## src/sv/trlp_pkg.sv

```systemverilog
// Shared types and constants for the text record line parser.
package trlp_pkg;

  // Result kinds as they appear on the kind port.
  typedef enum logic [1:0] {
    KIND_HEADER = 2'd0,
    KIND_TEXT   = 2'd1,
    KIND_END    = 2'd2,
    KIND_REJECT = 2'd3
  } kind_t;

  // Field the parser is currently gathering.
  typedef enum logic [3:0] {
    PH_FIRST  = 4'b0001,
    PH_SECOND = 4'b0010,
    PH_TIME   = 4'b0100,
    PH_TEXT   = 4'b1000
  } phase_t;

  // Character codes.
  localparam logic [7:0] CHAR_LF    = 8'd10;
  localparam logic [7:0] CHAR_CR    = 8'd13;
  localparam logic [7:0] CHAR_SPACE = 8'd32;
  localparam logic [7:0] CHAR_MINUS = 8'd45;
  localparam logic [7:0] CHAR_ZERO  = 8'd48;
  localparam logic [7:0] CHAR_NINE  = 8'd57;
  localparam logic [7:0] CHAR_COLON = 8'd58;

  // Numeric limits of the fields.
  localparam logic [19:0] U_LIMIT     = 20'd65535;
  localparam logic [35:0] S_POS_LIMIT = 36'd2147483647;
  localparam logic [35:0] S_NEG_LIMIT = 36'd2147483648;
  localparam logic [6:0]  HOUR_MAX    = 7'd23;
  localparam logic [6:0]  MINSEC_MAX  = 7'd59;
  localparam logic [3:0]  TIME_LEN    = 4'd8;
  localparam logic [3:0]  COUNT_MAX   = 4'd15;

  // Depth of the request queue between parser and output stage.
  localparam int CMD_DEPTH = 4;
  localparam int CMD_PTR_W = $clog2(CMD_DEPTH);
  localparam int CMD_CNT_W = $clog2(CMD_DEPTH + 1);
  localparam logic [CMD_CNT_W-1:0] CMD_FULL = CMD_CNT_W'(CMD_DEPTH);

  // One request from the parser: an optional text byte, then an optional
  // main result (header, accepted end or reject).
  typedef struct packed {
    logic        pre_text;
    logic [7:0]  text_char;
    logic        has_main;
    kind_t       main_kind;
    logic [31:0] message_index;
    logic [15:0] first_number;
    logic [31:0] second_number;
    logic [4:0]  hours;
    logic [5:0]  minutes;
    logic [5:0]  seconds;
    logic [31:0] text_length;
  } cmd_t;

endpackage

```

## src/sv/trlp_front.sv

```systemverilog
// Line parser: takes input bytes, tracks the fields and issues requests.
module trlp_front import trlp_pkg::*; (
  input  logic       clk,
  input  logic       rst,
  input  logic       accept,
  input  logic       mode,
  input  logic [7:0] data_byte,
  output logic       cmd_valid,
  output cmd_t       cmd
);

  phase_t      phase, phase_next;
  logic [3:0]  char_count, char_count_next;
  logic [15:0] uacc, uacc_next;
  logic [31:0] smag, smag_next;
  logic        minus_seen, minus_seen_next;
  logic [6:0]  tp [3];
  logic [6:0]  tp_next [3];
  logic        line_bad, line_bad_next;
  logic        line_nonempty, line_nonempty_next;
  logic [7:0]  held_char, held_char_next;
  logic        held_valid, held_valid_next;
  logic [31:0] text_counter, text_counter_next;
  logic [31:0] accepted_count, accepted_count_next;

  // Digit decode and the candidate accumulator values.
  logic        is_digit;
  logic [3:0]  digit;
  logic [19:0] u_cand;
  logic [35:0] s_cand;
  logic [35:0] s_limit;
  logic [1:0]  tp_sel;
  logic [10:0] tp_cand;
  logic        time_bad;
  logic        pre;

  assign is_digit = (data_byte >= CHAR_ZERO) && (data_byte <= CHAR_NINE);
  assign digit    = data_byte[3:0];
  assign u_cand   = {4'd0, uacc} * 20'd10 + {16'd0, digit};
  assign s_cand   = {4'd0, smag} * 36'd10 + {32'd0, digit};
  assign s_limit  = minus_seen ? S_NEG_LIMIT : S_POS_LIMIT;
  assign time_bad = (char_count != TIME_LEN) || (tp[0] > HOUR_MAX) ||
                    (tp[1] > MINSEC_MAX) || (tp[2] > MINSEC_MAX);

  // Which time part a digit position belongs to.
  always_comb begin
    if (char_count < 4'd3) begin
      tp_sel = 2'd0;
    end else if (char_count < 4'd6) begin
      tp_sel = 2'd1;
    end else begin
      tp_sel = 2'd2;
    end
  end
  assign tp_cand = {4'd0, tp[tp_sel]} * 11'd10 + {7'd0, digit};

  // Next-state and request logic for one accepted byte.
  always_comb begin
    pre                 = 1'b0;
    phase_next          = phase;
    char_count_next     = char_count;
    uacc_next           = uacc;
    smag_next           = smag;
    minus_seen_next     = minus_seen;
    tp_next             = tp;
    line_bad_next       = line_bad;
    line_nonempty_next  = line_nonempty;
    held_char_next      = held_char;
    held_valid_next     = held_valid;
    text_counter_next   = text_counter;
    accepted_count_next = accepted_count;
    cmd_valid           = 1'b0;
    cmd                 = '0;

    if (accept) begin
      if (mode || (data_byte == CHAR_LF)) begin
        // Line end: empty lines and a lone CR give nothing.
        if (!line_nonempty ||
            ((phase == PH_FIRST) && (char_count == 4'd1) && (held_char == CHAR_CR))) begin
          cmd_valid = 1'b0;
        end else if ((phase != PH_TEXT) || line_bad) begin
          cmd_valid      = 1'b1;
          cmd.has_main   = 1'b1;
          cmd.main_kind  = KIND_REJECT;
        end else begin
          // Flush the held byte unless it is the trailing CR.
          pre               = held_valid && (held_char != CHAR_CR);
          cmd_valid         = 1'b1;
          cmd.pre_text      = pre;
          cmd.text_char     = pre ? held_char : 8'd0;
          cmd.has_main      = 1'b1;
          cmd.main_kind     = KIND_END;
          cmd.message_index = accepted_count;
          cmd.text_length   = (pre && (text_counter != '1)) ? text_counter + 32'd1
                                                            : text_counter;
          accepted_count_next = accepted_count + 32'd1;
        end
        phase_next         = PH_FIRST;
        char_count_next    = 4'd0;
        uacc_next          = 16'd0;
        smag_next          = 32'd0;
        minus_seen_next    = 1'b0;
        tp_next[0]         = 7'd0;
        tp_next[1]         = 7'd0;
        tp_next[2]         = 7'd0;
        line_bad_next      = 1'b0;
        line_nonempty_next = 1'b0;
        held_char_next     = 8'd0;
        held_valid_next    = 1'b0;
        text_counter_next  = 32'd0;
      end else begin
        line_nonempty_next = 1'b1;
        if (phase == PH_TEXT) begin
          // Text: emit the previously held byte and hold this one.
          if (!line_bad) begin
            if (held_valid) begin
              cmd_valid     = 1'b1;
              cmd.pre_text  = 1'b1;
              cmd.text_char = held_char;
              if (text_counter != '1) begin
                text_counter_next = text_counter + 32'd1;
              end
            end
            held_char_next  = data_byte;
            held_valid_next = 1'b1;
          end
        end else begin
          held_char_next = data_byte;
          if (data_byte == CHAR_SPACE) begin
            // Field separator: check the finished field and advance.
            char_count_next = 4'd0;
            if (phase == PH_FIRST) begin
              if (char_count == 4'd0) begin
                line_bad_next = 1'b1;
              end
              phase_next = PH_SECOND;
            end else if (phase == PH_SECOND) begin
              if (char_count == {3'd0, minus_seen}) begin
                line_bad_next = 1'b1;
              end
              phase_next = PH_TIME;
            end else begin
              if (time_bad) begin
                line_bad_next = 1'b1;
              end
              if (!line_bad && !time_bad) begin
                cmd_valid         = 1'b1;
                cmd.has_main      = 1'b1;
                cmd.main_kind     = KIND_HEADER;
                cmd.message_index = accepted_count;
                cmd.first_number  = uacc;
                cmd.second_number = minus_seen ? (32'd0 - smag) : smag;
                cmd.hours         = tp[0][4:0];
                cmd.minutes       = tp[1][5:0];
                cmd.seconds       = tp[2][5:0];
              end
              phase_next = PH_TEXT;
            end
          end else begin
            // Field character.
            if (phase == PH_FIRST) begin
              if (!is_digit) begin
                line_bad_next = 1'b1;
              end else if (!line_bad) begin
                if (u_cand > U_LIMIT) begin
                  line_bad_next = 1'b1;
                end else begin
                  uacc_next = u_cand[15:0];
                end
              end
            end else if (phase == PH_SECOND) begin
              if ((char_count == 4'd0) && (data_byte == CHAR_MINUS)) begin
                minus_seen_next = 1'b1;
              end else if (!is_digit) begin
                line_bad_next = 1'b1;
              end else if (!line_bad) begin
                if (s_cand > s_limit) begin
                  line_bad_next = 1'b1;
                end else begin
                  smag_next = s_cand[31:0];
                end
              end
            end else begin
              if (char_count >= TIME_LEN) begin
                line_bad_next = 1'b1;
              end else if ((char_count == 4'd2) || (char_count == 4'd5)) begin
                if (data_byte != CHAR_COLON) begin
                  line_bad_next = 1'b1;
                end
              end else if (!is_digit) begin
                line_bad_next = 1'b1;
              end else begin
                tp_next[tp_sel] = tp_cand[6:0];
              end
            end
            if (char_count < COUNT_MAX) begin
              char_count_next = char_count + 4'd1;
            end
          end
        end
      end
    end
  end

  // Parser state registers.
  always_ff @(posedge clk) begin
    if (rst) begin
      phase          <= PH_FIRST;
      char_count     <= 4'd0;
      uacc           <= 16'd0;
      smag           <= 32'd0;
      minus_seen     <= 1'b0;
      tp[0]          <= 7'd0;
      tp[1]          <= 7'd0;
      tp[2]          <= 7'd0;
      line_bad       <= 1'b0;
      line_nonempty  <= 1'b0;
      held_char      <= 8'd0;
      held_valid     <= 1'b0;
      text_counter   <= 32'd0;
      accepted_count <= 32'd0;
    end else begin
      phase          <= phase_next;
      char_count     <= char_count_next;
      uacc           <= uacc_next;
      smag           <= smag_next;
      minus_seen     <= minus_seen_next;
      tp             <= tp_next;
      line_bad       <= line_bad_next;
      line_nonempty  <= line_nonempty_next;
      held_char      <= held_char_next;
      held_valid     <= held_valid_next;
      text_counter   <= text_counter_next;
      accepted_count <= accepted_count_next;
    end
  end

endmodule

```

## src/sv/trlp_cmd_queue.sv

```systemverilog
// Short request queue between the parser and the output stage.
module trlp_cmd_queue import trlp_pkg::*; (
  input  logic clk,
  input  logic rst,
  input  logic in_valid,
  input  cmd_t in_cmd,
  output logic full,
  output logic out_valid,
  output cmd_t out_cmd,
  input  logic out_take
);

  cmd_t                 slots [CMD_DEPTH];
  logic [CMD_PTR_W-1:0] wr_ptr;
  logic [CMD_PTR_W-1:0] rd_ptr;
  logic [CMD_CNT_W-1:0] count;
  logic                 do_write;
  logic                 do_read;

  assign full      = (count == CMD_FULL);
  assign out_valid = (count != '0);
  assign out_cmd   = slots[rd_ptr];
  assign do_write  = in_valid && !full;
  assign do_read   = out_take && out_valid;

  // Pointers and fill count.
  always_ff @(posedge clk) begin
    if (rst) begin
      wr_ptr <= '0;
      rd_ptr <= '0;
      count  <= '0;
    end else begin
      if (do_write) begin
        wr_ptr <= wr_ptr + CMD_PTR_W'(1);
      end
      if (do_read) begin
        rd_ptr <= rd_ptr + CMD_PTR_W'(1);
      end
      if (do_write && !do_read) begin
        count <= count + CMD_CNT_W'(1);
      end else if (!do_write && do_read) begin
        count <= count - CMD_CNT_W'(1);
      end
    end
  end

  // Request storage.
  always_ff @(posedge clk) begin
    if (do_write) begin
      slots[wr_ptr] <= in_cmd;
    end
  end

endmodule

```

## src/sv/trlp_back.sv

```systemverilog
// Output stage: expands each request into one or two results.
module trlp_back import trlp_pkg::*; (
  input  logic               clk,
  input  logic               rst,
  input  logic               q_valid,
  input  cmd_t               q_cmd,
  output logic               q_take,
  output logic               empty,
  input  logic               pop,
  output logic [1:0]         kind,
  output logic [31:0]        message_index,
  output logic [15:0]        first_number,
  output logic signed [31:0] second_number,
  output logic [4:0]         hours,
  output logic [5:0]         minutes,
  output logic [5:0]         seconds,
  output logic [7:0]         text_char,
  output logic [31:0]        text_length,
  output logic               last_of_run
);

  logic        out_valid;
  logic        text_sent;
  logic        load;
  logic        emit_text;
  kind_t       kind_r;
  logic [31:0] index_r;
  logic [15:0] first_r;
  logic [31:0] second_r;
  logic [4:0]  hours_r;
  logic [5:0]  minutes_r;
  logic [5:0]  seconds_r;
  logic [7:0]  char_r;
  logic [31:0] length_r;
  logic        last_r;

  // The output register loads whenever it is empty or being drained.
  assign load      = !out_valid || pop;
  assign emit_text = q_cmd.pre_text && !text_sent;
  assign q_take    = load && q_valid && !(emit_text && q_cmd.has_main);
  assign empty     = !out_valid;

  // Control: output valid and the split-request marker.
  always_ff @(posedge clk) begin
    if (rst) begin
      out_valid <= 1'b0;
      text_sent <= 1'b0;
    end else if (load) begin
      out_valid <= q_valid;
      if (q_valid) begin
        text_sent <= emit_text && q_cmd.has_main;
      end
    end
  end

  // Result payload.
  always_ff @(posedge clk) begin
    if (load && q_valid) begin
      if (emit_text) begin
        kind_r    <= KIND_TEXT;
        index_r   <= 32'd0;
        first_r   <= 16'd0;
        second_r  <= 32'd0;
        hours_r   <= 5'd0;
        minutes_r <= 6'd0;
        seconds_r <= 6'd0;
        char_r    <= q_cmd.text_char;
        length_r  <= 32'd0;
        last_r    <= !q_cmd.has_main;
      end else begin
        kind_r    <= q_cmd.main_kind;
        index_r   <= q_cmd.message_index;
        first_r   <= q_cmd.first_number;
        second_r  <= q_cmd.second_number;
        hours_r   <= q_cmd.hours;
        minutes_r <= q_cmd.minutes;
        seconds_r <= q_cmd.seconds;
        char_r    <= 8'd0;
        length_r  <= q_cmd.text_length;
        last_r    <= 1'b1;
      end
    end
  end

  assign kind          = kind_r;
  assign message_index = index_r;
  assign first_number  = first_r;
  assign second_number = second_r;
  assign hours         = hours_r;
  assign minutes       = minutes_r;
  assign seconds       = seconds_r;
  assign text_char     = char_r;
  assign text_length   = length_r;
  assign last_of_run   = last_r;

endmodule

```

## src/sv/text_record_line_parser_top.sv

```systemverilog
// Top level of the text record line parser.
// The block takes one byte per cycle while full is low, and it does not
// wait for earlier results to be popped as long as the four-entry request
// queue between the parser and the output stage has room. A byte yields
// zero, one or two results; results leave the output register at one per
// cycle while pop is high, so a byte that closes an accepted line with a
// pending text byte gives its text result before its end result. The
// first result of a byte passes through the request queue and then the
// output register: the request is written to the queue at the accepting
// edge and loaded into the output register when it is empty or popped.
// Lines end on byte 10 or on mode high; trailing CR is dropped from text.
module text_record_line_parser_top import trlp_pkg::*; (
  input  logic               clk,
  input  logic               rst,
  input  logic               push,
  output logic               full,
  input  logic               mode,
  input  logic [7:0]         data_byte,
  output logic               empty,
  input  logic               pop,
  output logic [1:0]         kind,
  output logic [31:0]        message_index,
  output logic [15:0]        first_number,
  output logic signed [31:0] second_number,
  output logic [4:0]         hours,
  output logic [5:0]         minutes,
  output logic [5:0]         seconds,
  output logic [7:0]         text_char,
  output logic [31:0]        text_length,
  output logic               last_of_run
);

  logic accept;
  logic cmd_valid;
  cmd_t cmd;
  logic q_valid;
  cmd_t q_cmd;
  logic q_take;

  assign accept = push && !full;

  // Parser.
  trlp_front u_front (
    .clk       (clk),
    .rst       (rst),
    .accept    (accept),
    .mode      (mode),
    .data_byte (data_byte),
    .cmd_valid (cmd_valid),
    .cmd       (cmd)
  );

  // Request queue.
  trlp_cmd_queue u_queue (
    .clk       (clk),
    .rst       (rst),
    .in_valid  (cmd_valid),
    .in_cmd    (cmd),
    .full      (full),
    .out_valid (q_valid),
    .out_cmd   (q_cmd),
    .out_take  (q_take)
  );

  // Output stage.
  trlp_back u_back (
    .clk           (clk),
    .rst           (rst),
    .q_valid       (q_valid),
    .q_cmd         (q_cmd),
    .q_take        (q_take),
    .empty         (empty),
    .pop           (pop),
    .kind          (kind),
    .message_index (message_index),
    .first_number  (first_number),
    .second_number (second_number),
    .hours         (hours),
    .minutes       (minutes),
    .seconds       (seconds),
    .text_char     (text_char),
    .text_length   (text_length),
    .last_of_run   (last_of_run)
  );

endmodule

```

## config.mk

```make
export PLATFORM = sky130hd
export DESIGN_NAME = text_record_line_parser_top
export DESIGN_NICKNAME = d
export VERILOG_FILES = /design/src/sv/trlp_pkg.sv /design/src/sv/trlp_front.sv /design/src/sv/trlp_cmd_queue.sv /design/src/sv/trlp_back.sv /design/src/sv/text_record_line_parser_top.sv
export SDC_FILE = /design/constraint.sdc
export NUM_CORES = 1
export LEC_CHECK = 0
export BUFFER_PORTS_ARGS = -buffer_cell sky130_fd_sc_hd__buf_2
export CORE_MARGIN = 2
export CORE_UTILIZATION = 45
export DETAILED_ROUTE_END_ITERATION = 7
export PLACE_DENSITY_LB_ADDON = 0.08
export RECOVER_POWER = 50
export SYNTH_ARGS = -nofsm -noshare
export SYNTH_HDL_FRONTEND = slang
export SYNTH_SLANG_ARGS = --single-unit
```

## constraint.sdc

```tcl
create_clock -name clk -period 12.5 [get_ports clk]
set_input_delay 0.625 -clock clk [delete_from_list [all_inputs] [get_ports clk]]
set_output_delay 0.625 -clock clk [all_outputs]
set_load 0.005 [all_outputs]
```

==> results.ini <==
[outcome]
run_status=complete, but fails checks
violated_checks=max-capacitance violations, max-slew violations

[clocking]
insertion_delay_ps=660
cts.path.max_buffers=3
clkSlewWorstSetupHoldPaths_ps=60
clock_tree_root=sky130_fd_sc_hd__clkbuf_16
post_cts_hold_buffer_count=0
postCtsSetupBuffers=0
cts_max_level=3
post_cts_resize_count=0
tritoncts_clock_tree=done
numCtsBuffers=94
clkSinkCount=868

[routing]
detail_route.vias_per_cell=5.61
post_route_antenna_net_violation_count=0
detail_route.drc_violations=0
via_count=24024
detail_route.wl_per_cell_um=21.3
first_pass_iters=5
detail_route.wirelength_mm=91.1
drt_first_iter_violations=1428

[floorplan]
fp.dieArea_um2=90300
fp-row-count=108
die_w_um=300
core_area_um2=86900
initial_core_util=0.455
chipHeight_um=300
num_io_pins=155

[pwr]
vdd_ir_drop_max_uv=169
p_leak_nw=15.4
p_per_area_nw_per_um2=168

[sta]
fin_tns_setup_ps=0
timing.final.crit_share=0.683
rsz0062_at_grt=no
fin_crit_ps=8540
drv_slew=677
timing.final.hold_violations=0
tightest_slew_ps=8650
timing.slew.headroom=-4.77
max_freq_mhz=117
finClkSkew_ps=53.6
number_of_setup_violations_in_the_final_report=0
timing.final.ws_setup_ps=3960

[finish]
num-nets-final=3210
layout_commonest_cell=sky130_fd_sc_hd__edfxtp_1
seq_area_um2=24400
post_route_cells_drive_above_1_share=0.132
fill_cells=7365
num_antenna_cells=0
area_growth_syn_to_layout_pct=12.5
most-common-layout-cells=sky130_fd_sc_hd__edfxtp_1 (704), sky130_fd_sc_hd__nor2_1 (223), sky130_fd_sc_hd__nand2_1 (180), sky130_fd_sc_hd__dfxtp_1 (162), sky130_fd_sc_hd__a21oi_1 (155)
multiInputGateArea_um2=14500

[critical_path]
worst_setup_path_start_kind=register
cp_top_family=buffers and inverters
maximum_fanout_count_along_the_critical_path=68
slowest_stage=sky130_fd_sc_hd__clkbuf_1
required_ps=12700
setup.reg_to_reg.worst_slack_ps=3960
timing.critical_path.slowest_cell_delay_ps=2590
crit-reg2reg-capture=u_back.seconds[2]
worstRegToRegCells=4
critPathArrivalTime_ps=8740
path_class=register to register
path_cells=mux4_2, nor2b_1, clkbuf_1, nor2b_1
crit_path_end_kind=register
timing.critical_path.depth=4
worstSetupEndpoint=u_back.seconds[2]
critical_path.n_buffers_inverters=1
cp_common_cell=sky130_fd_sc_hd__nor2b_1

[placement]
hpwlAfterDp_mm=56.7
post-place-ws_ps=5790
globalplace.congestion=0.854
io_buffer_count=154

[synthesis]
yosys_most_used_dff=sky130_fd_sc_hd__edfxtp_1
synth_largest_area_cell=sky130_fd_sc_hd__edfxtp_1
post_synth_instance_area_um2=39500
synth.avg_cell_area_um2=13.7
synth_fp_nets=3061
post_synth_inst_count=2896
synth.yosys.seq_area_share=0.618
ys_async_sr_fraction=0
synth.ff_latch_count=868
synth_warnings=0
ys_types=85
synth_edf_count=704
synthTopCellsByArea=sky130_fd_sc_hd__edfxtp_1 (53%), sky130_fd_sc_hd__dfxtp_1 (8.3%), sky130_fd_sc_hd__mux4_2 (8.0%)
post-synth-top-area-fraction=0.535

[job]
max_cap_viol_count=13

[worst_hold_path]
hold_path_depth=3
hp-class=primary input to register

[global_routing]
grt_max_degree=144
grt.total_usage=0.203
first_global_vias=25046
antenna_found_initial=2
wire_length_of_the_first_global_routing_pass_mm=143
global_route_overflow=0

## synth_stat cells, types with 32 or more instances
library cell,count
sky130_fd_sc_hd__edfxtp_1,704
sky130_fd_sc_hd__and2_1,61
sky130_fd_sc_hd__a21oi_1,156
sky130_fd_sc_hd__nor2_1,223
sky130_fd_sc_hd__nand3_1,59
sky130_fd_sc_hd__clkbuf_1,109
sky130_fd_sc_hd__nand2_1,180
sky130_fd_sc_hd__o21ai_0,106
sky130_fd_sc_hd__and3_1,68
sky130_fd_sc_hd__xor2_1,90
sky130_fd_sc_hd__nor3_1,47
sky130_fd_sc_hd__xnor2_1,63
sky130_fd_sc_hd__nor2b_1,141
sky130_fd_sc_hd__mux4_2,141
sky130_fd_sc_hd__or3_1,63
sky130_fd_sc_hd__a22o_1,32
sky130_fd_sc_hd__dfxtp_1,164
sky130_fd_sc_hd__inv_1,35
sky130_fd_sc_hd__ha_1,145
## layer usage
| metal | GRT usage | share of wire |
|---|---|---|
| met1 | 0.265 | 0.44 |
| met4 | 0.0538 | 0.022 |
| met2 | 0.356 | 0.50 |
| met5 | 0 | 0.00024 |
| met3 | 0.0279 | 0.035 |
## through the flow
step	cells	hold slack [ps]	instance area, um2	total power [mW]	util
2_1_floorplan	2896	435	39500	4.43	-
3_3_place_gp	4104	451	41600	4.82	0.478
3_5_place_dp	4104	457	41600	4.83	0.478
4_1_cts	4280	248	44700	7.58	0.514
5_1_grt	4280	261	44500	7.84	0.512
6_report	4280	281	44500	7.49	0.512
## how the worst min path moves through the flow
stage	end	start	slack (ps)
3_5_place_dp	u_front.accepted_count[3]	u_front.accepted_count[3]	460
3_3_place_gp	u_front.held_char[1]	u_front.held_char[1]	450
5_1_grt	u_front.held_char[7]	data_byte[7]	260
6_report	u_front.held_char[7]	data_byte[7]	280
4_1_cts	u_front.held_char[7]	data_byte[7]	250
2_1_floorplan	u_front.held_char[7]	u_front.held_char[7]	430
## report_power, final
part	switching [mW]	internal [mW]	total (mW)
registers	0.104	3.55	3.65
logic	0.635	0.474	1.11
clock network	1.15	1.59	2.73
## cell type report
cell class / instances / share of cell area
clock buffers: 136 / 0.0594
clock inverters: 40 / 0.0101
inverters: 35 / 0.00295
multi-input cells: 1863 / 0.326
flip-flops and latches: 868 / 0.549
well taps: 1155 / 0.0325
repair buffers: 183 / 0.0203
## sequential cells by signal, indices dropped and copies added (netlist names), 21 cells and up, named ones only
register                cells
u_queue.slots             564
u_back.message_index       32
u_back.second_number       32
u_back.text_length         32
u_front.accepted_count     32
u_front.smag               32
u_front.text_counter       32
u_front.tp                 21
## tightest hold or removal path: stages
cell and delay (ps):
sky130_fd_sc_hd__clkbuf_1 100, sky130_fd_sc_hd__nand3b_1 90, sky130_fd_sc_hd__a21oi_1 70
## logic make-up after synthesis
group           after synthesis  synth area share
flops                       868             0.618
xor+xnor                    153            0.0339
compound gates              457            0.0735
mux                         150            0.0826
buf+inv                     165            0.0167
fa+ha+maj                   152            0.0494
simple gates                951             0.126
Power figures use the tool's default switching activity.
